--- config.mk ---
export PLATFORM = sky130hd
export DESIGN_NAME = config_text_tokenizer_core
export DESIGN_NICKNAME = d
export VERILOG_FILES = /design/src/rtl/ctt_pkg.sv /design/src/rtl/config_text_tokenizer_core.sv /design/src/rtl/ctt_front.sv /design/src/rtl/ctt_queue.sv /design/src/rtl/ctt_back.sv
export SDC_FILE = /design/constraint.sdc
export NUM_CORES = 1
export LEC_CHECK = 0
export ABC_AREA = 1
export BUFFER_PORTS_ARGS = -buffer_cell sky130_fd_sc_hd__buf_4
export CAP_MARGIN = 25
export CORE_MARGIN = 3
export CORE_UTILIZATION = 40
export DETAILED_ROUTE_END_ITERATION = 10
export PLACE_DENSITY = 0.59
export SETUP_SLACK_MARGIN = 0.3
export SYNTH_ARGS = -nofsm -noshare
export SYNTH_HDL_FRONTEND = slang
export SYNTH_SLANG_ARGS = --single-unit
--- constraint.sdc ---
create_clock -name clk -period 2.8 [get_ports clk]
set_clock_uncertainty 0.15 [all_clocks]
set_input_delay 0 -clock clk [delete_from_list [all_inputs] [get_ports clk]]
set_output_delay 0 -clock clk [all_outputs]
set_load 0.02 [all_outputs]
--- src/rtl/ctt_pkg.sv ---
// ----------------------------------------------------------------------------
// ctt_pkg: shared types and constants of the configuration text tokenizer
// byte codes, lexer modes, token kinds and the per-byte result entry
// ----------------------------------------------------------------------------
package ctt_pkg;

  typedef enum logic [2:0] {
    MODE_ROOT     = 3'd0,
    MODE_NAME     = 3'd1,
    MODE_QUOTE    = 3'd2,
    MODE_AFTER_EQ = 3'd3,
    MODE_SKIP     = 3'd4,
    MODE_VALUE    = 3'd5,
    MODE_COMMENT  = 3'd6
  } mode_t;

  localparam logic [2:0] TK_NAME   = 3'd0;
  localparam logic [2:0] TK_DOTTED = 3'd1;
  localparam logic [2:0] TK_EQUAL  = 3'd2;
  localparam logic [2:0] TK_OPEN   = 3'd3;
  localparam logic [2:0] TK_CLOSE  = 3'd4;
  localparam logic [2:0] TK_VALUE  = 3'd5;

  localparam logic KIND_LEXEME   = 1'b0;
  localparam logic KIND_COMPLETE = 1'b1;

  localparam logic [7:0] CH_HASH   = 8'h23;
  localparam logic [7:0] CH_EQUAL  = 8'h3D;
  localparam logic [7:0] CH_SPACE  = 8'h20;
  localparam logic [7:0] CH_LF     = 8'h0A;
  localparam logic [7:0] CH_CR     = 8'h0D;
  localparam logic [7:0] CH_QUOTE  = 8'h22;
  localparam logic [7:0] CH_DOT    = 8'h2E;
  localparam logic [7:0] CH_LBRACK = 8'h5B;
  localparam logic [7:0] CH_RBRACK = 8'h5D;

  typedef struct packed {
    logic       item_kind;
    logic [2:0] token_kind;
    logic [7:0] lexeme_byte;
  } res_t;

  // one queue entry: the results caused by one input byte
  typedef struct packed {
    logic two;
    res_t r0;
    res_t r1;
  } qent_t;

endpackage

--- src/rtl/config_text_tokenizer_core.sv ---
// ----------------------------------------------------------------------------
// config_text_tokenizer_core: configuration text tokenizer
// one text byte per transfer in, name/value lexeme bytes and token
// completions out
// ----------------------------------------------------------------------------
// Takes one text byte per cycle whenever the result queue has room; each byte
// is classified combinationally and its one or two results, if any, are queued
// as one entry. Results leave one per cycle while out_ready is high, so a byte
// that closes a name and opens another token takes two output transfers. The
// results of an accepted byte are registered in the queue before they are
// presented; the input side stalls only when QUEUE_DEPTH entries are waiting.
module config_text_tokenizer_core
  import ctt_pkg::*;
#(
  parameter int QUEUE_DEPTH = 4
) (
  input  logic       clk,
  input  logic       rst_n,
  input  logic       in_valid,
  output logic       in_ready,
  input  logic [7:0] in_text_byte,
  input  logic       in_end_of_text,
  output logic       out_valid,
  input  logic       out_ready,
  output logic       out_item_kind,
  output logic [2:0] out_token_kind,
  output logic [7:0] out_lexeme_byte,
  output logic       out_last_result
);

  qent_t q_data, q_head;
  logic  q_push, q_full, q_pop, q_empty;
  logic  phase;
  mode_t mode;

  ctt_front u_front (
    .clk            (clk),
    .rst_n          (rst_n),
    .in_valid       (in_valid),
    .in_ready       (in_ready),
    .in_text_byte   (in_text_byte),
    .in_end_of_text (in_end_of_text),
    .q_full         (q_full),
    .q_push         (q_push),
    .q_data         (q_data),
    .mode           (mode)
  );

  ctt_queue #(
    .DEPTH (QUEUE_DEPTH)
  ) u_queue (
    .clk       (clk),
    .rst_n     (rst_n),
    .push      (q_push),
    .push_data (q_data),
    .full      (q_full),
    .pop       (q_pop),
    .head      (q_head),
    .empty     (q_empty)
  );

  ctt_back u_back (
    .clk             (clk),
    .rst_n           (rst_n),
    .head            (q_head),
    .empty           (q_empty),
    .pop             (q_pop),
    .phase           (phase),
    .out_valid       (out_valid),
    .out_ready       (out_ready),
    .out_item_kind   (out_item_kind),
    .out_token_kind  (out_token_kind),
    .out_lexeme_byte (out_lexeme_byte),
    .out_last_result (out_last_result)
  );

  // end of text returns the lexer to root
  a_end_root: assert property (@(posedge clk) disable iff (!rst_n)
    (in_valid && in_ready && in_end_of_text) |=> (mode == MODE_ROOT))
    else $error("lexer not at root after end of text");

  // a last result transfer restarts the sequencer on the next entry
  a_phase_clear: assert property (@(posedge clk) disable iff (!rst_n)
    (out_valid && out_ready && out_last_result) |=> !phase)
    else $error("sequencer phase not cleared");

  // the second result of an entry is always the last one
  a_phase_last: assert property (@(posedge clk) disable iff (!rst_n)
    (phase && out_valid) |-> out_last_result)
    else $error("second result not marked last");

  // nothing comes out right after reset
  a_reset_idle: assert property (@(posedge clk)
    !rst_n |=> !out_valid)
    else $error("result valid after reset");

endmodule

--- src/rtl/ctt_front.sv ---
// ----------------------------------------------------------------------------
// ctt_front: byte classifier
// holds the lexer mode and builds the results of each accepted byte
// ----------------------------------------------------------------------------
module ctt_front
  import ctt_pkg::*;
(
  input  logic       clk,
  input  logic       rst_n,
  input  logic       in_valid,
  output logic       in_ready,
  input  logic [7:0] in_text_byte,
  input  logic       in_end_of_text,
  input  logic       q_full,
  output logic       q_push,
  output qent_t      q_data,
  output mode_t      mode
);

  mode_t mode_r, mode_nxt;
  logic  crv_r, crv_nxt;
  logic  dot_r, dot_nxt;
  logic  [1:0] n_res;
  logic  accept;
  logic  [7:0] b;

  function automatic logic is_letter(input logic [7:0] c);
    return ((c >= 8'h61) && (c <= 8'h7A)) || ((c >= 8'h41) && (c <= 8'h5A));
  endfunction

  function automatic logic is_num(input logic [7:0] c);
    return (c >= 8'h30) && (c <= 8'h39);
  endfunction

  function automatic res_t mk(input logic k, input logic [2:0] t, input logic [7:0] d);
    res_t r;
    r.item_kind   = k;
    r.token_kind  = t;
    r.lexeme_byte = d;
    return r;
  endfunction

  assign b        = in_text_byte;
  assign in_ready = !q_full;
  assign accept   = in_valid && in_ready;
  assign mode     = mode_r;

  // next state
  always_comb begin
    mode_nxt = mode_r;
    crv_nxt  = crv_r;
    dot_nxt  = dot_r;
    if (in_end_of_text) begin
      mode_nxt = MODE_ROOT;
      crv_nxt  = 1'b0;
      dot_nxt  = 1'b0;
    end else begin
      case (mode_r)
        MODE_NAME: begin
          if (is_letter(b) || is_num(b)) begin
            mode_nxt = MODE_NAME;
          end else if (b == CH_DOT) begin
            dot_nxt = 1'b1;
          end else if (b == CH_QUOTE) begin
            mode_nxt = MODE_QUOTE;
          end else begin
            mode_nxt = MODE_ROOT;
            dot_nxt  = 1'b0;
            if (is_letter(b)) begin
              mode_nxt = MODE_NAME;
            end else if (b == CH_HASH) begin
              crv_nxt  = 1'b0;
              mode_nxt = MODE_COMMENT;
            end else if (b == CH_EQUAL) begin
              mode_nxt = MODE_AFTER_EQ;
            end
          end
        end
        MODE_QUOTE: begin
          if (b == CH_QUOTE) mode_nxt = MODE_NAME;
        end
        MODE_AFTER_EQ: begin
          if (b == CH_HASH) begin
            crv_nxt  = 1'b1;
            mode_nxt = MODE_COMMENT;
          end else if ((b == CH_SPACE) || (b == CH_LF)) begin
            mode_nxt = MODE_SKIP;
          end else begin
            mode_nxt = MODE_VALUE;
          end
        end
        MODE_SKIP: begin
          if ((b != CH_SPACE) && (b != CH_LF)) mode_nxt = MODE_VALUE;
        end
        MODE_VALUE: begin
          if ((b == CH_LF) || (b == CH_CR)) mode_nxt = MODE_ROOT;
        end
        MODE_COMMENT: begin
          if (b == CH_LF) mode_nxt = crv_r ? MODE_SKIP : MODE_ROOT;
        end
        default: begin
          mode_nxt = MODE_ROOT;
          if (is_letter(b)) begin
            mode_nxt = MODE_NAME;
            dot_nxt  = 1'b0;
          end else if (b == CH_HASH) begin
            crv_nxt  = 1'b0;
            mode_nxt = MODE_COMMENT;
          end else if (b == CH_EQUAL) begin
            mode_nxt = MODE_AFTER_EQ;
          end
        end
      endcase
    end
  end

  // results of this byte
  always_comb begin
    logic [2:0] tk;
    logic       rv;
    res_t       rr;
    tk = dot_r ? TK_DOTTED : TK_NAME;
    rv = 1'b0;
    rr = mk(KIND_LEXEME, TK_NAME, b);
    // what a byte gives at root
    if (is_letter(b)) begin
      rv = 1'b1;
      rr = mk(KIND_LEXEME, TK_NAME, b);
    end else if (b == CH_EQUAL) begin
      rv = 1'b1;
      rr = mk(KIND_COMPLETE, TK_EQUAL, 8'h00);
    end else if (b == CH_LBRACK) begin
      rv = 1'b1;
      rr = mk(KIND_COMPLETE, TK_OPEN, 8'h00);
    end else if (b == CH_RBRACK) begin
      rv = 1'b1;
      rr = mk(KIND_COMPLETE, TK_CLOSE, 8'h00);
    end
    n_res     = 2'd0;
    q_data.r0 = mk(KIND_LEXEME, tk, b);
    q_data.r1 = rr;
    if (in_end_of_text) begin
      if ((mode_r == MODE_NAME) || (mode_r == MODE_QUOTE)) begin
        n_res     = 2'd1;
        q_data.r0 = mk(KIND_COMPLETE, tk, 8'h00);
      end else if (mode_r == MODE_VALUE) begin
        n_res     = 2'd1;
        q_data.r0 = mk(KIND_COMPLETE, TK_VALUE, 8'h00);
      end
    end else begin
      case (mode_r)
        MODE_NAME: begin
          n_res = 2'd1;
          if (is_letter(b) || is_num(b) || (b == CH_QUOTE)) begin
            q_data.r0 = mk(KIND_LEXEME, tk, b);
          end else if (b == CH_DOT) begin
            q_data.r0 = mk(KIND_LEXEME, TK_DOTTED, b);
          end else begin
            q_data.r0 = mk(KIND_COMPLETE, tk, 8'h00);
            n_res     = rv ? 2'd2 : 2'd1;
          end
        end
        MODE_QUOTE: begin
          n_res     = 2'd1;
          q_data.r0 = mk(KIND_LEXEME, tk, b);
        end
        MODE_AFTER_EQ: begin
          if ((b != CH_HASH) && (b != CH_SPACE) && (b != CH_LF)) begin
            n_res     = 2'd1;
            q_data.r0 = mk(KIND_LEXEME, TK_VALUE, b);
          end
        end
        MODE_SKIP: begin
          if ((b != CH_SPACE) && (b != CH_LF)) begin
            n_res     = 2'd1;
            q_data.r0 = mk(KIND_LEXEME, TK_VALUE, b);
          end
        end
        MODE_VALUE: begin
          n_res = 2'd1;
          if ((b == CH_LF) || (b == CH_CR)) begin
            q_data.r0 = mk(KIND_COMPLETE, TK_VALUE, 8'h00);
          end else begin
            q_data.r0 = mk(KIND_LEXEME, TK_VALUE, b);
          end
        end
        MODE_COMMENT: begin
          n_res = 2'd0;
        end
        default: begin
          n_res     = rv ? 2'd1 : 2'd0;
          q_data.r0 = rr;
        end
      endcase
    end
    q_data.two = (n_res == 2'd2);
  end

  assign q_push = accept && (n_res != 2'd0);

  always_ff @(posedge clk) begin
    if (!rst_n) begin
      mode_r <= MODE_ROOT;
      crv_r  <= 1'b0;
      dot_r  <= 1'b0;
    end else if (accept) begin
      mode_r <= mode_nxt;
      crv_r  <= crv_nxt;
      dot_r  <= dot_nxt;
    end
  end

endmodule

--- src/rtl/ctt_queue.sv ---
// ----------------------------------------------------------------------------
// ctt_queue: result entry queue
// small first-in first-out store between classifier and result sequencer
// ----------------------------------------------------------------------------
module ctt_queue
  import ctt_pkg::*;
#(
  parameter int DEPTH = 4
) (
  input  logic  clk,
  input  logic  rst_n,
  input  logic  push,
  input  qent_t push_data,
  output logic  full,
  input  logic  pop,
  output qent_t head,
  output logic  empty
);

  localparam int PW = (DEPTH > 1) ? $clog2(DEPTH) : 1;
  localparam int CW = $clog2(DEPTH + 1);
  localparam logic [PW-1:0] LAST = PW'(DEPTH - 1);
  localparam logic [CW-1:0] FULLC = CW'(DEPTH);

  qent_t         mem_r [DEPTH];
  logic [PW-1:0] wr_r, rd_r;
  logic [CW-1:0] cnt_r;
  logic          do_push, do_pop;

  assign full    = (cnt_r == FULLC);
  assign empty   = (cnt_r == '0);
  assign do_push = push && !full;
  assign do_pop  = pop && !empty;
  assign head    = mem_r[rd_r];

  always_ff @(posedge clk) begin
    if (do_push) mem_r[wr_r] <= push_data;
  end

  always_ff @(posedge clk) begin
    if (!rst_n) begin
      wr_r  <= '0;
      rd_r  <= '0;
      cnt_r <= '0;
    end else begin
      if (do_push) wr_r <= (wr_r == LAST) ? '0 : wr_r + 1'b1;
      if (do_pop) rd_r <= (rd_r == LAST) ? '0 : rd_r + 1'b1;
      if (do_push && !do_pop) cnt_r <= cnt_r + 1'b1;
      else if (do_pop && !do_push) cnt_r <= cnt_r - 1'b1;
    end
  end

endmodule

--- src/rtl/ctt_back.sv ---
// ----------------------------------------------------------------------------
// ctt_back: result sequencer
// presents the one or two results of each queued entry, one per transfer
// ----------------------------------------------------------------------------
module ctt_back
  import ctt_pkg::*;
(
  input  logic       clk,
  input  logic       rst_n,
  input  qent_t      head,
  input  logic       empty,
  output logic       pop,
  output logic       phase,
  output logic       out_valid,
  input  logic       out_ready,
  output logic       out_item_kind,
  output logic [2:0] out_token_kind,
  output logic [7:0] out_lexeme_byte,
  output logic       out_last_result
);

  logic phase_r, phase_nxt;
  logic xfer;
  res_t cur;

  assign out_valid       = !empty;
  assign cur             = phase_r ? head.r1 : head.r0;
  assign out_item_kind   = cur.item_kind;
  assign out_token_kind  = cur.token_kind;
  assign out_lexeme_byte = cur.lexeme_byte;
  assign out_last_result = phase_r || !head.two;
  assign xfer            = out_valid && out_ready;
  assign pop             = xfer && out_last_result;
  assign phase           = phase_r;

  always_comb begin
    phase_nxt = phase_r;
    if (xfer) phase_nxt = !out_last_result;
  end

  always_ff @(posedge clk) begin
    if (!rst_n) begin
      phase_r <= 1'b0;
    end else begin
      phase_r <= phase_nxt;
    end
  end

endmodule

==> results of run 1 <==
[cells in the final DEF (no fill, tap or decap), types with 5 or more instances in the layout]
master,synthesis,final
o22ai_1,14,14
a31oi_1,12,12
dfxtp_1,15,12
o21ai_0,69,66
inv_2,9,9
nor2_1,139,135
bufinv_16,0,5
buf_4,0,44
nand2_1,67,65
ha_1,6,5
inv_4,2,5
nand4_1,8,8
clkbuf_16,0,17
nand3_1,18,16
nand2_2,6,6
a21oi_1,14,13
inv_1,42,39
dlygate4sd3_1,0,18
o21ai_1,4,6
nor2_2,1,5
edfxtp_1,100,100
[worst paths after layout]
path,start,end,slack [ns],depth (start not counted)
max,u_front.mode[2],u_queue.cnt_r[2],0.32,17
max reg2reg,u_front.mode[2],u_queue.cnt_r[2],0.32,17
min reg2reg,u_front.mode[2],u_front.mode[2],0.36,2
min,in_text_byte[7],u_queue.mem_r[2][19],0.01,3
[timing repair]
item	CTS	global route
endpoints found under the setup margin	2	10
setup buffers	5	2
endpoints found under the hold margin	71	0
hold buffers	18	0
gates resized for setup	10	18
pin swaps	2	7
[stage by stage]
step                      area (um2)  power [mW]  std cells  setup slack (ns)   util
after global placement          5980        3.65        772             0.148  0.450
final                           6930        6.00        829             0.322  0.521
after detailed placement        5980        3.68        772            0.0921  0.450
after floorplan                 5470        3.06        575           -0.0532      -
after CTS                       6860        6.04        827             0.314  0.516
after global routing            6930        6.33        829             0.114  0.521
[cell usage after synthesis (2+ instances only)]
master	count
inv_4	2
o211ai_1	2
clkinv_1	2
o22ai_1	14
inv_2	9
nand3_1	18
edfxtp_1	100
nand3_2	2
o21ai_1	4
nand2_1	67
nor2_4	4
nand2_4	2
clkbuf_1	14
nor3_1	3
nand4_1	8
ha_1	6
dfxtp_1	15
nand2_2	6
o21ai_0	69
nand3b_1	2
a31oi_1	12
inv_1	42
a21oi_1	14
buf_2	7
nor2_1	139
[critical path, cell delays in order (launching register included)]
cell	delay, ns
dfxtp_2	0.35
inv_4	0.09
nand2_4	0.07
nor2_4	0.12
buf_6	0.13
nand4_1	0.09
nand4_1	0.13
nand2_2	0.07
nand2_4	0.10
nand2_4	0.05
inv_2	0.07
ha_4	0.13
inv_4	0.04
fa_2	0.37
a21oi_2	0.14
o21ai_2	0.07
o21ai_1	0.13
a21oi_1	0.06
[sequential cells by signal, summed over array words and instances (netlist names), named ones only]
register	count
u_queue.mem_r	100
u_back.phase	1
u_front.dot_r	1
u_front.mode	3
u_queue.wr_r	2
u_queue.rd_r	2
u_queue.cnt_r	3
u_front.crv_r	1
[cell type report]
type	count	area [um2]	area share
flip-flops and latches	115	3310	0.478
inverters	55	219	0.0316
clock buffers	17	425	0.0614
well taps	176	220	0.0318
repair buffers	67	602	0.0868
multi-input cells	384	1940	0.280
clock inverters	15	213	0.0307
[report_power, final]
group / switching [mW] / internal, mW / leakage, nW
sequential: 0.0470 / 1.94 / 1.04
clock: 0.739 / 1.57 / 0.304
combinational: 1.08 / 0.621 / 1.37
total: 1.87 / 4.13 / 2.72
[routing by layer]
layer / GRT usage / share of wire / vias to the layer above
li1: - / - / 2104
met1: 0.240 / 0.45 / 2032
met2: 0.313 / 0.49 / 102
met3: 0.0471 / 0.045 / 16
met4: 0.0630 / 0.015 / 0
met5: 0 / 0 / -
[cells by family after synthesis]
kind of cell    after synthesis  synth area share
simple gates                257             0.204
compound gates              119             0.118
flops                       115             0.604
buf+inv                      76            0.0547
fa+ha+maj                     7            0.0174
xor+xnor                      1           0.00160
==> flow_summary_export.csv, run 1 <==
group,metric,value,unit
logic_synthesis,async_flop_share,0,
placed_design,place_congestion,0.904,
layout,nets,660,
run,cap_viol_max_count,0,
floorplanning,die_area,15100,um2
worst_setup_path,cp-start-kind,"flip-flop",
floorplanning,die_h,123,um
power_and_ir_drop,pwr_density_cell,866,nW/um2
worst_setup_path,crit_type,"reg2reg",
logic_synthesis,ys.flop_type,"edfxtp_1",
layout,area_growth,26.7,%
timing,fmax,404,MHz
logic_synthesis,syn_area,5470,um2
global_routing,grt_pass1_vias,4149,
routing,initialDrtViolationCount,318,
logic_synthesis,synth_fp_nets,595,
timing,min_period_over_period,0.885,
timing,slew_headroom,0.613,
logic_synthesis,synth_cell_types,37,
global_routing,grt_remaining_overflow,0,
global_routing,antenna_found_initial,0,
timing,hold_viol,0,
timing,maxSlewViolCount,0,
global_routing,grt_usage,0.188,
global_routing,grt_max_degree,49,
clock_tree,cts_tree,"yes",
timing,holdWs,0.0135,ns
logic_synthesis,yosys.area.top_type,"edfxtp_1",
routing,drc_errors,0,
floorplanning,fp.coreArea,13300,um2
global_routing,grt_pass1_wl,21400,um
status,status,"finished clean",
logic_synthesis,synth_area_leaders,"edfxtp_1 55%, nor2_1 9.5%, o21ai_0 6.3%, dfxtp_1 5.5%, nand2_1 4.6%",
clock_tree,cts_sinks,115,
power_and_ir_drop,p_leak,2.72,nW
routing,wire_per_inst,16.0,um
timing,tightest_slew,0.575,ns
floorplanning,ios,28,
clock_tree,cts_buffer_depth,2,
clock_tree,path_clk_slew,0.05,ns
routing,drt-total-wl,13300,um
timing,rsz0062_at_grt,"yes",
logic_synthesis,netlist.area_leader.share,0.549,
clock_tree,clk_latency,0.40,ns
logic_synthesis,ys_seq_area_frac,0.604,
worst_setup_path,cp.required,2.94,ns
floorplanning,initial_core_util,0.411,
floorplanning,die_x,123,um
logic_synthesis,synth_seq_cells,115,
routing,num_vias,4254,
floorplanning,rows,42,
worst_setup_path,critPathMaxFanout,5,
routing,dr.pass1.iters,5,
logic_synthesis,syn_area_per_cell,9.51,um2
layout,antenna_cells,0,
logic_synthesis,syn_inst,575,
worst_setup_path,critical_path.endpoint_type,"flip-flop",
timing,fin_crit,2.48,ns
timing,finalSetupViolations,0,
power_and_ir_drop,vdd_drop_max,0.568,mV
worst_hold_path,hold_path.class,"in2reg",
worst_setup_path,arrival,2.62,ns
clock_tree,cts-htree-levels,4,
placed_design,dpl.hpwl,8480,um
layout,drive_gt1_frac,0.196,
layout,n_fill_cell,1172,
logic_synthesis,synth_edf_count,100,
clock_tree,cts_made_buffers,17,
logic_synthesis,yosysWarningCount,0,
routing,ant_nets,0,
routing,vias_per_cell,5.13,
placed_design,portBuffers,27,
timing,fin_tns_setup,0,ns
clock_tree,cts_root_buffer,"clkbuf_16",
No activity file was read; power rests on OpenSTA's default activity.
==> run 2, diff against run 1 <==
--- a/config.mk
+++ b/config.mk
@@ -11,7 +11,7 @@
 export CORE_MARGIN = 3
 export CORE_UTILIZATION = 40
 export DETAILED_ROUTE_END_ITERATION = 10
-export PLACE_DENSITY = 0.59
+export PLACE_DENSITY = 0.57
 export SETUP_SLACK_MARGIN = 0.3
 export SYNTH_ARGS = -nofsm -noshare
 export SYNTH_HDL_FRONTEND = slang
==> constraint.sdc (replaced) <==
create_clock -name clk -period 3 [get_ports clk]
set_clock_uncertainty 0.15 [all_clocks]
set_input_delay 0 -clock clk [delete_from_list [all_inputs] [get_ports clk]]
set_output_delay 0 -clock clk [all_outputs]
set_load 0.02 [all_outputs]
==> run 2 against run 1 <==
  * Core utilization decreased by 0.74 points
  * Power fell by 10%
  * Critical path depth up 2
  * Sequential power shrank 7%
  * Non-clock buffer count unchanged
  * Die area unchanged
  * Clock-buffer cell count increased by 7
  * Critical path type unchanged
  * Critical endpoint unchanged
  * Largest cell class unchanged
==> flow_summary_export.csv, run 2 (same netlist as run 1, synthesis figures left out) <==
group,metric,value,unit
run,cap_viol_max_count,0,
global_routing,grt_usage,0.189,
status,status,"finished clean",
layout,nets,660,
routing,vias_per_cell,5.19,
worst_setup_path,worstReg2RegStart,"u_front.mode[1]",
routing,num_vias,4304,
worst_setup_path,r2r-end,"u_queue.cnt_r[2]",
clock_tree,cts_sinks,115,
layout,largest-register,"u_queue.mem_r",
worst_setup_path,cpMaxStageDelayCell,"dfxtp_4",
power_and_ir_drop,pwr_density_cell,791,nW/um2
placed_design,place_congestion,0.902,
layout,fin_util,0.514,
clock_tree,cts_buffer_depth,2,
routing,dr.pass1.iters,5,
worst_setup_path,critical_path.endpoint_type,"flip-flop",
clock_tree,clk_latency,0.41,ns
worst_setup_path,rrSetupSlack,0.48,ns
layout,n_fill_cell,1215,
worst_setup_path,critPathMaxFanout,5,
worst_setup_path,critPathMaxStageDelay,0.37,ns
global_routing,grt_pass1_wl,21400,um
placed_design,dp.cells,769,
timing,slew_headroom,0.622,
layout,fin_cells,829,
layout,final_cell_mix,"132 x nor2_1, 100 x edfxtp_1, 66 x o21ai_0",
floorplanning,initial_core_util,0.411,
worst_setup_path,arrival,2.67,ns
timing,fmax,396,MHz
worst_setup_path,reg2reg_depth,19,
timing,tightest_slew,0.567,ns
clock_tree,cts-htree-levels,4,
worst_setup_path,cp-start-kind,"flip-flop",
placed_design,dpl_worst_slack,0.177,ns
routing,ant_nets,0,
clock_tree,cts_made_buffers,17,
floorplanning,rows,42,
layout,area_growth,24.9,%
worst_hold_path,hold_end,"u_queue.mem_r[2][17]",
power_and_ir_drop,p_leak,2.70,nW
routing,wire_per_inst,16.3,um
timing,maxSlewViolCount,0,
routing,drt-total-wl,13500,um
worst_setup_path,crit_path_frequent_cell,"nand2_4",
clock_tree,cts_root_buffer,"clkbuf_16",
routing,drc_errors,0,
layout,largest_reg_flops,100,
worst_hold_path,holdPathStages,3,
floorplanning,die_x,123,um
worst_setup_path,cp.required,3.15,ns
floorplanning,die_area,15100,um2
global_routing,antenna_found_initial,0,
timing,hold_viol,0,
worst_hold_path,hold_path.class,"in2reg",
layout,antenna_cells,0,
worst_hold_path,hp-start,"in_text_byte[5]",
worst_setup_path,crit_chain,"inv_4, nand2_4, nor2_4, clkinv_4, buf_4, nand2_1, o21ai_0, nand2_1, inv_2, nand2_4, nand2_4, inv_2, ha_4, inv_4, fa_2, a21oi_2, o21ai_2, o21ai_1, a21oi_1",
clock_tree,path_clk_slew,0.05,ns
timing,min_period_over_period,0.841,
timing,setup_ws,0.476,ns
layout,stdcell_area,6830,um2
clock_tree,cts_tree,"yes",
global_routing,grt_max_degree,49,
floorplanning,fp.coreArea,13300,um2
timing,finalSetupViolations,0,
routing,initialDrtViolationCount,303,
worst_setup_path,crit_type,"reg2reg",
placed_design,dpl.hpwl,8570,um
global_routing,grt_remaining_overflow,0,
power_and_ir_drop,vdd_drop_max,0.423,mV
timing,fin_tns_setup,0,ns
placed_design,place_area,5910,um2
worst_setup_path,crit_family,"adder cells",
layout,final_common_cell,"nor2_1",
worst_setup_path,cp.depth,19,
placed_design,portBuffers,27,
layout,drive_gt1_frac,0.208,
timing,fin_crit,2.52,ns
floorplanning,ios,28,
global_routing,grt_pass1_vias,4151,
worst_setup_path,crit_buf_inv,6,
floorplanning,die_h,123,um
timing,rsz0062_at_grt,"no",
-- run 2: cell count changes in the layout (fill, tap and decap cells not counted), sizes merged --
cell / before / now
buf: 49 / 52
bufinv: 5 / 1
clkbuf: 17 / 24
clkinv: 8 / 7
clkinvlp: 3 / 1
dlygate4sd3: 18 / 15
-- run 2: worst reg2reg max path: stages, from the launching register on --
cell	delay, ns
dfxtp_4	0.37
inv_4	0.07
nand2_4	0.06
nor2_4	0.12
clkinv_4	0.08
buf_4	0.15
nand2_1	0.08
o21ai_0	0.08
nand2_1	0.08
inv_2	0.04
nand2_4	0.08
nand2_4	0.06
inv_2	0.07
ha_4	0.13
inv_4	0.04
fa_2	0.37
a21oi_2	0.14
o21ai_2	0.07
o21ai_1	0.13
a21oi_1	0.05
-- run 2: worst max-delay path by stage --
stage / startpoint / to / slack [ns]
global route: u_front.mode[1] / u_queue.cnt_r[2] / 0.30
CTS: in_text_byte[3] / u_queue.cnt_r[1] / 0.32
finish: u_front.mode[1] / u_queue.cnt_r[2] / 0.48
detailed placement: u_front.mode[2] / u_queue.cnt_r[2] / 0.18
floorplan: u_front.mode[2] / u_queue.mem_r[0][0] / 0.15
global placement: u_front.mode[2] / u_queue.cnt_r[2] / 0.24
-- run 2: area by class of cell --
cell class / count / area (um2) / area share
Sequential cell: 115 / 3310 / 0.484
Multi-Input combinational cell: 384 / 1950 / 0.286
Timing Repair Buffer: 67 / 544 / 0.0797
Clock buffer: 24 / 513 / 0.0751
Tap cell: 176 / 220 / 0.0322
Clock inverter: 8 / 70.1 / 0.0103
Inverter: 55 / 224 / 0.0328
-- run 2: stage by stage --
step,power (mW),hold WS (ns)
4_1_cts,5.40,0.0114
5_1_grt,5.68,0.0728
6_report,5.40,0.0199
3_5_place_dp,3.43,0.0710
3_3_place_gp,3.41,0.0649
2_1_floorplan,2.86,0.0217
-- run 2: power by group --
group	leakage, nW	total, mW	switching [mW]	internal (mW)
Sequential	1.04	1.86	0.0451	1.82
Combinational	1.37	1.59	1.01	0.576
Clock	0.292	1.95	0.682	1.27
Total	2.70	5.40	1.74	3.66
-- run 2: what timing repair did --
item	CTS	global route
pin swaps	1	8
hold buffers	15	0
gates resized for setup	4	31
endpoints found under the setup margin	2	2
hold endpoints to repair	75	0
setup buffers	2	11
-- run 2: per-layer routing --
layer / track usage / routed length, um
met1: 0.242 / 6120
met2: 0.304 / 6370
met3: 0.0558 / 693
met5: 0 / 0
met4: 0.0721 / 342
==> run 3, diff against run 2 <==
--- a/config.mk
+++ b/config.mk
@@ -5,7 +5,7 @@
 export SDC_FILE = /design/constraint.sdc
 export NUM_CORES = 1
 export LEC_CHECK = 0
-export ABC_AREA = 1
+export ABC_AREA = 0
 export BUFFER_PORTS_ARGS = -buffer_cell sky130_fd_sc_hd__buf_4
 export CAP_MARGIN = 25
 export CORE_MARGIN = 3
==> constraint.sdc (replaced) <==
create_clock -name clk -period 2.6 [get_ports clk]
set_clock_uncertainty 0.15 [all_clocks]
set_input_delay 0 -clock clk [delete_from_list [all_inputs] [get_ports clk]]
set_output_delay 0 -clock clk [all_outputs]
set_load 0.02 [all_outputs]
==> run 3 against run 2 <==
  * The flow now finishes with violations (negative setup slack)
  * Design area is 9.8% higher
  * Synthesized cell count down 31%
  * Die area increased by 1.7%
  * Critical path type unchanged
  * Critical endpoint unchanged
  * Clock-buffer cell count shrank 7
  * Final cell count is 18% lower
  * Core utilization rose by 4.4 points
  * Largest power group unchanged
  * Routed wire length up 1.1%
  * Clock power increased by 30%
  * Register-to-register slack got worse by 0.71 ns
  * Maximum frequency down 11%
==> flow_summary_export.csv, run 3 <==
group,metric,value,unit
global_routing,grt_pass1_vias,3811,
global_routing,grt_use_met1,0.257,
clock_tree,path_clk_slew,0.06,ns
global_routing,grt_pass1_wl,21600,um
worst_hold_path,hp-start,"in_text_byte[6]",
worst_hold_path,hold_end,"u_queue.mem_r[2][6]",
logic_synthesis,syn_area_per_cell,14.1,um2
power_and_ir_drop,p_leak,2.65,nW
floorplanning,rows,42,
global_routing,grt_remaining_overflow,0,
floorplanning,die_area,15400,um2
logic_synthesis,netlist.area_leader.share,0.539,
floorplanning,die_h,124,um
routing,dr.pass1.iters,5,
timing,fmax,353,MHz
timing,rsz0062_at_grt,"yes",
timing,tightest_slew,0.722,ns
power_and_ir_drop,vdd_drop_max,0.385,mV
placed_design,portBuffers,27,
layout,final_cell_mix,"100 x edfxtp_1, 83 x buf_4, 26 x nand2_1",
global_routing,grt_max_degree,25,
worst_setup_path,cp-start-kind,"flip-flop",
logic_synthesis,ys.flop_type,"edfxtp_1",
clock_tree,cts_buffer_depth,2,
global_routing,antenna_found_initial,0,
power_and_ir_drop,power_switching,1.23,mW
routing,initialDrtViolationCount,334,
layout,nets,512,
floorplanning,ios,28,
timing,setup_ws,-0.231,ns
placed_design,dp.cells,631,
global_routing,gr-usage-met2,0.309,
timing,fin_crit,2.83,ns
worst_setup_path,arrival,3.02,ns
worst_setup_path,rrSetupSlack,-0.23,ns
global_routing,gr-usage-met3,0.0481,
clock_tree,cts-htree-levels,4,
timing,hold_viol,0,
routing,vias_per_cell,5.55,
placed_design,dpl_worst_slack,-0.309,ns
logic_synthesis,synth_seq_cells,115,
global_routing,grt_usage,0.194,
layout,antenna_cells,0,
placed_design,dpl.hpwl,8510,um
logic_synthesis,syn_area,5570,um2
status,violations,"negative setup slack",
worst_setup_path,worstReg2RegStart,"u_front.mode[0]",
power_and_ir_drop,p_comb_frac,0.141,
worst_hold_path,hold_path.class,"in2reg",
power_and_ir_drop,total_power,5.37,mW
power_and_ir_drop,power.share.clock,0.473,
timing,holdWs,0.0146,ns
power_and_ir_drop,pwr-share-seq,0.386,
clock_tree,cts_tree,"yes",
power_and_ir_drop,p_sw_frac,0.229,
logic_synthesis,synth_compound_area_frac,0.0984,
clock_tree,clk_latency,0.41,ns
logic_synthesis,synthTopCellsByCount,"100 x edfxtp_1, 26 x nand2_1, 25 x mux4_2",
routing,drt-total-wl,13700,um
floorplanning,fp.coreArea,13500,um2
worst_setup_path,cp.required,2.79,ns
run,cap_viol_max_count,0,
timing,maxSlewViolCount,0,
power_and_ir_drop,pwr_density_cell,716,nW/um2
logic_synthesis,synth_edf_count,100,
timing,finalSetupViolations,62,
logic_synthesis,synthXorXnorAreaFrac,0.00472,
layout,final_common_cell,"edfxtp_1",
layout,area_growth,34.7,%
worst_setup_path,critPathMaxFanout,3,
worst_setup_path,reg2reg_depth,12,
floorplanning,die_x,124,um
layout,n_fill_cell,1106,
worst_hold_path,holdPathStages,3,
logic_synthesis,async_flop_share,0,
layout,largest-register,"u_queue.mem_r",
global_routing,top_usage_layer,"met2",
logic_synthesis,yosysMostFrequentCell,"edfxtp_1",
power_and_ir_drop,internal_power,4.14,mW
floorplanning,initial_core_util,0.414,
clock_tree,cts_root_buffer,"clkbuf_16",
logic_synthesis,synth.area.mux_share,0.136,
clock_tree,cts_sinks,115,
worst_setup_path,critical_path.endpoint_type,"flip-flop",
logic_synthesis,synth_cell_types,73,
logic_synthesis,synth_area_leaders,"edfxtp_1 54%, mux4_2 10%, dfxtp_1 5.4%, mux2_2 2.4%, and2_1 1.9%",
logic_synthesis,yosys.area.top_type,"edfxtp_1",
routing,ant_nets,0,
layout,drive_gt1_frac,0.418,
logic_synthesis,synthAdderAreaFrac,0.0171,
routing,drc_errors,0,
worst_setup_path,r2r-end,"u_queue.cnt_r[2]",
timing,min_period_over_period,1.09,
logic_synthesis,ys_seq_area_frac,0.593,
timing,slew_headroom,0.515,
logic_synthesis,synth-simple-area-share,0.121,
worst_setup_path,crit_type,"reg2reg",
timing,fin_tns_setup,-2.20,ns
logic_synthesis,syn_inst,394,
layout,fin_cells,681,
routing,wire_per_inst,20.1,um
logic_synthesis,synth_fp_nets,414,
logic_synthesis,synth_top_family_by_area,"multiplexers",
clock_tree,cts_made_buffers,17,
placed_design,place_congestion,0.910,
logic_synthesis,yosysWarningCount,0,
routing,num_vias,3781,
status,status,"finished with violations",
layout,largest_reg_flops,100,
## run 3: cell types whose count changed in the layout (fill, tap and decap cells not counted), moves of 12 or more
cell	change
mux2_2	+12
mux4_2	+25
o22ai_1	-13
o21ai_0	-58
inv_1	-29
nor2_1	-117
nand2_1	-39
and2_1	+12
nand3_1	-12
buf_4	+32
## run 3: area by class of cell
type | count | area [um2] | area share
clock buffers | 17 | 425 | 0.0567
clock inverters | 15 | 230 | 0.0307
inverters | 12 | 45.0 | 0.00601
multi-input cells | 241 | 2200 | 0.294
flip-flops and latches | 115 | 3310 | 0.441
well taps | 176 | 220 | 0.0294
repair buffers | 105 | 1070 | 0.143
## run 3: power groups by stage
stage / Combinational [mW] / Clock (mW) / Sequential [mW]
2_1_floorplan: 0.471 / 0 / 2.10
3_3_place_gp: 0.718 / 0 / 2.11
3_5_place_dp: 0.725 / 0 / 2.11
4_1_cts: 0.759 / 2.57 / 2.07
5_1_grt: 0.828 / 2.66 / 2.08
6_report: 0.759 / 2.54 / 2.07
## run 3: worst max-delay path, cell delays in order (launching register included)
cell,delay (ns)
dfxtp_2,0.33
or3b_4,0.41
a311oi_4,0.24
nor3_2,0.09
a21boi_1,0.13
o22a_2,0.24
inv_2,0.08
ha_4,0.13
inv_2,0.04
fa_2,0.32
xor2_1,0.15
or3_1,0.31
a21boi_1,0.13
## run 3: kinds of logic after synthesis
group                    after synthesis
flip-flops                           115
AO/OA/AOI/OAI                         72
buffers and inverters                 38
AND/OR/NAND/NOR                      116
adder cells (fa/ha/maj)                7
XOR/XNOR                               3
multiplexers                          43
## run 3: how the worst max path moves through the flow
stage | startpoint | to | cells after the start
global placement | u_front.mode[0] | u_queue.cnt_r[2] | 12
global route | u_front.mode[1] | u_queue.cnt_r[2] | 12
CTS | u_front.mode[0] | u_queue.cnt_r[2] | 12
detailed placement | u_front.mode[0] | u_queue.cnt_r[2] | 12
floorplan | u_front.mode[1] | u_queue.cnt_r[2] | 13
finish | u_front.mode[0] | u_queue.cnt_r[2] | 12
## run 3: repair_timing
action | 4_1_cts | 5_1_grt
gates cloned | 8 | 0
buffers inserted | 0 | 2
pin swaps | 6 | 2
setup endpoints to repair | 119 | 138
hold endpoints to repair | 43 | 0
gates resized for setup | 11 | 14
hold buffers | 8 | 0
## run 3: per-stage QoR
step | cell area [um2] | utilization
finish | 7500 | 0.558
global placement | 6400 | 0.476
global route | 7500 | 0.558
detailed placement | 6400 | 0.476
floorplan | 5610 | -
CTS | 7420 | 0.552
## run 3: per-layer routing
metal | part of all wire | up-vias
met2 | 0.49 | 116
met1 | 0.45 | 1895
met5 | 0 | -
li1 | - | 1745
met4 | 0.020 | 0
met3 | 0.043 | 25
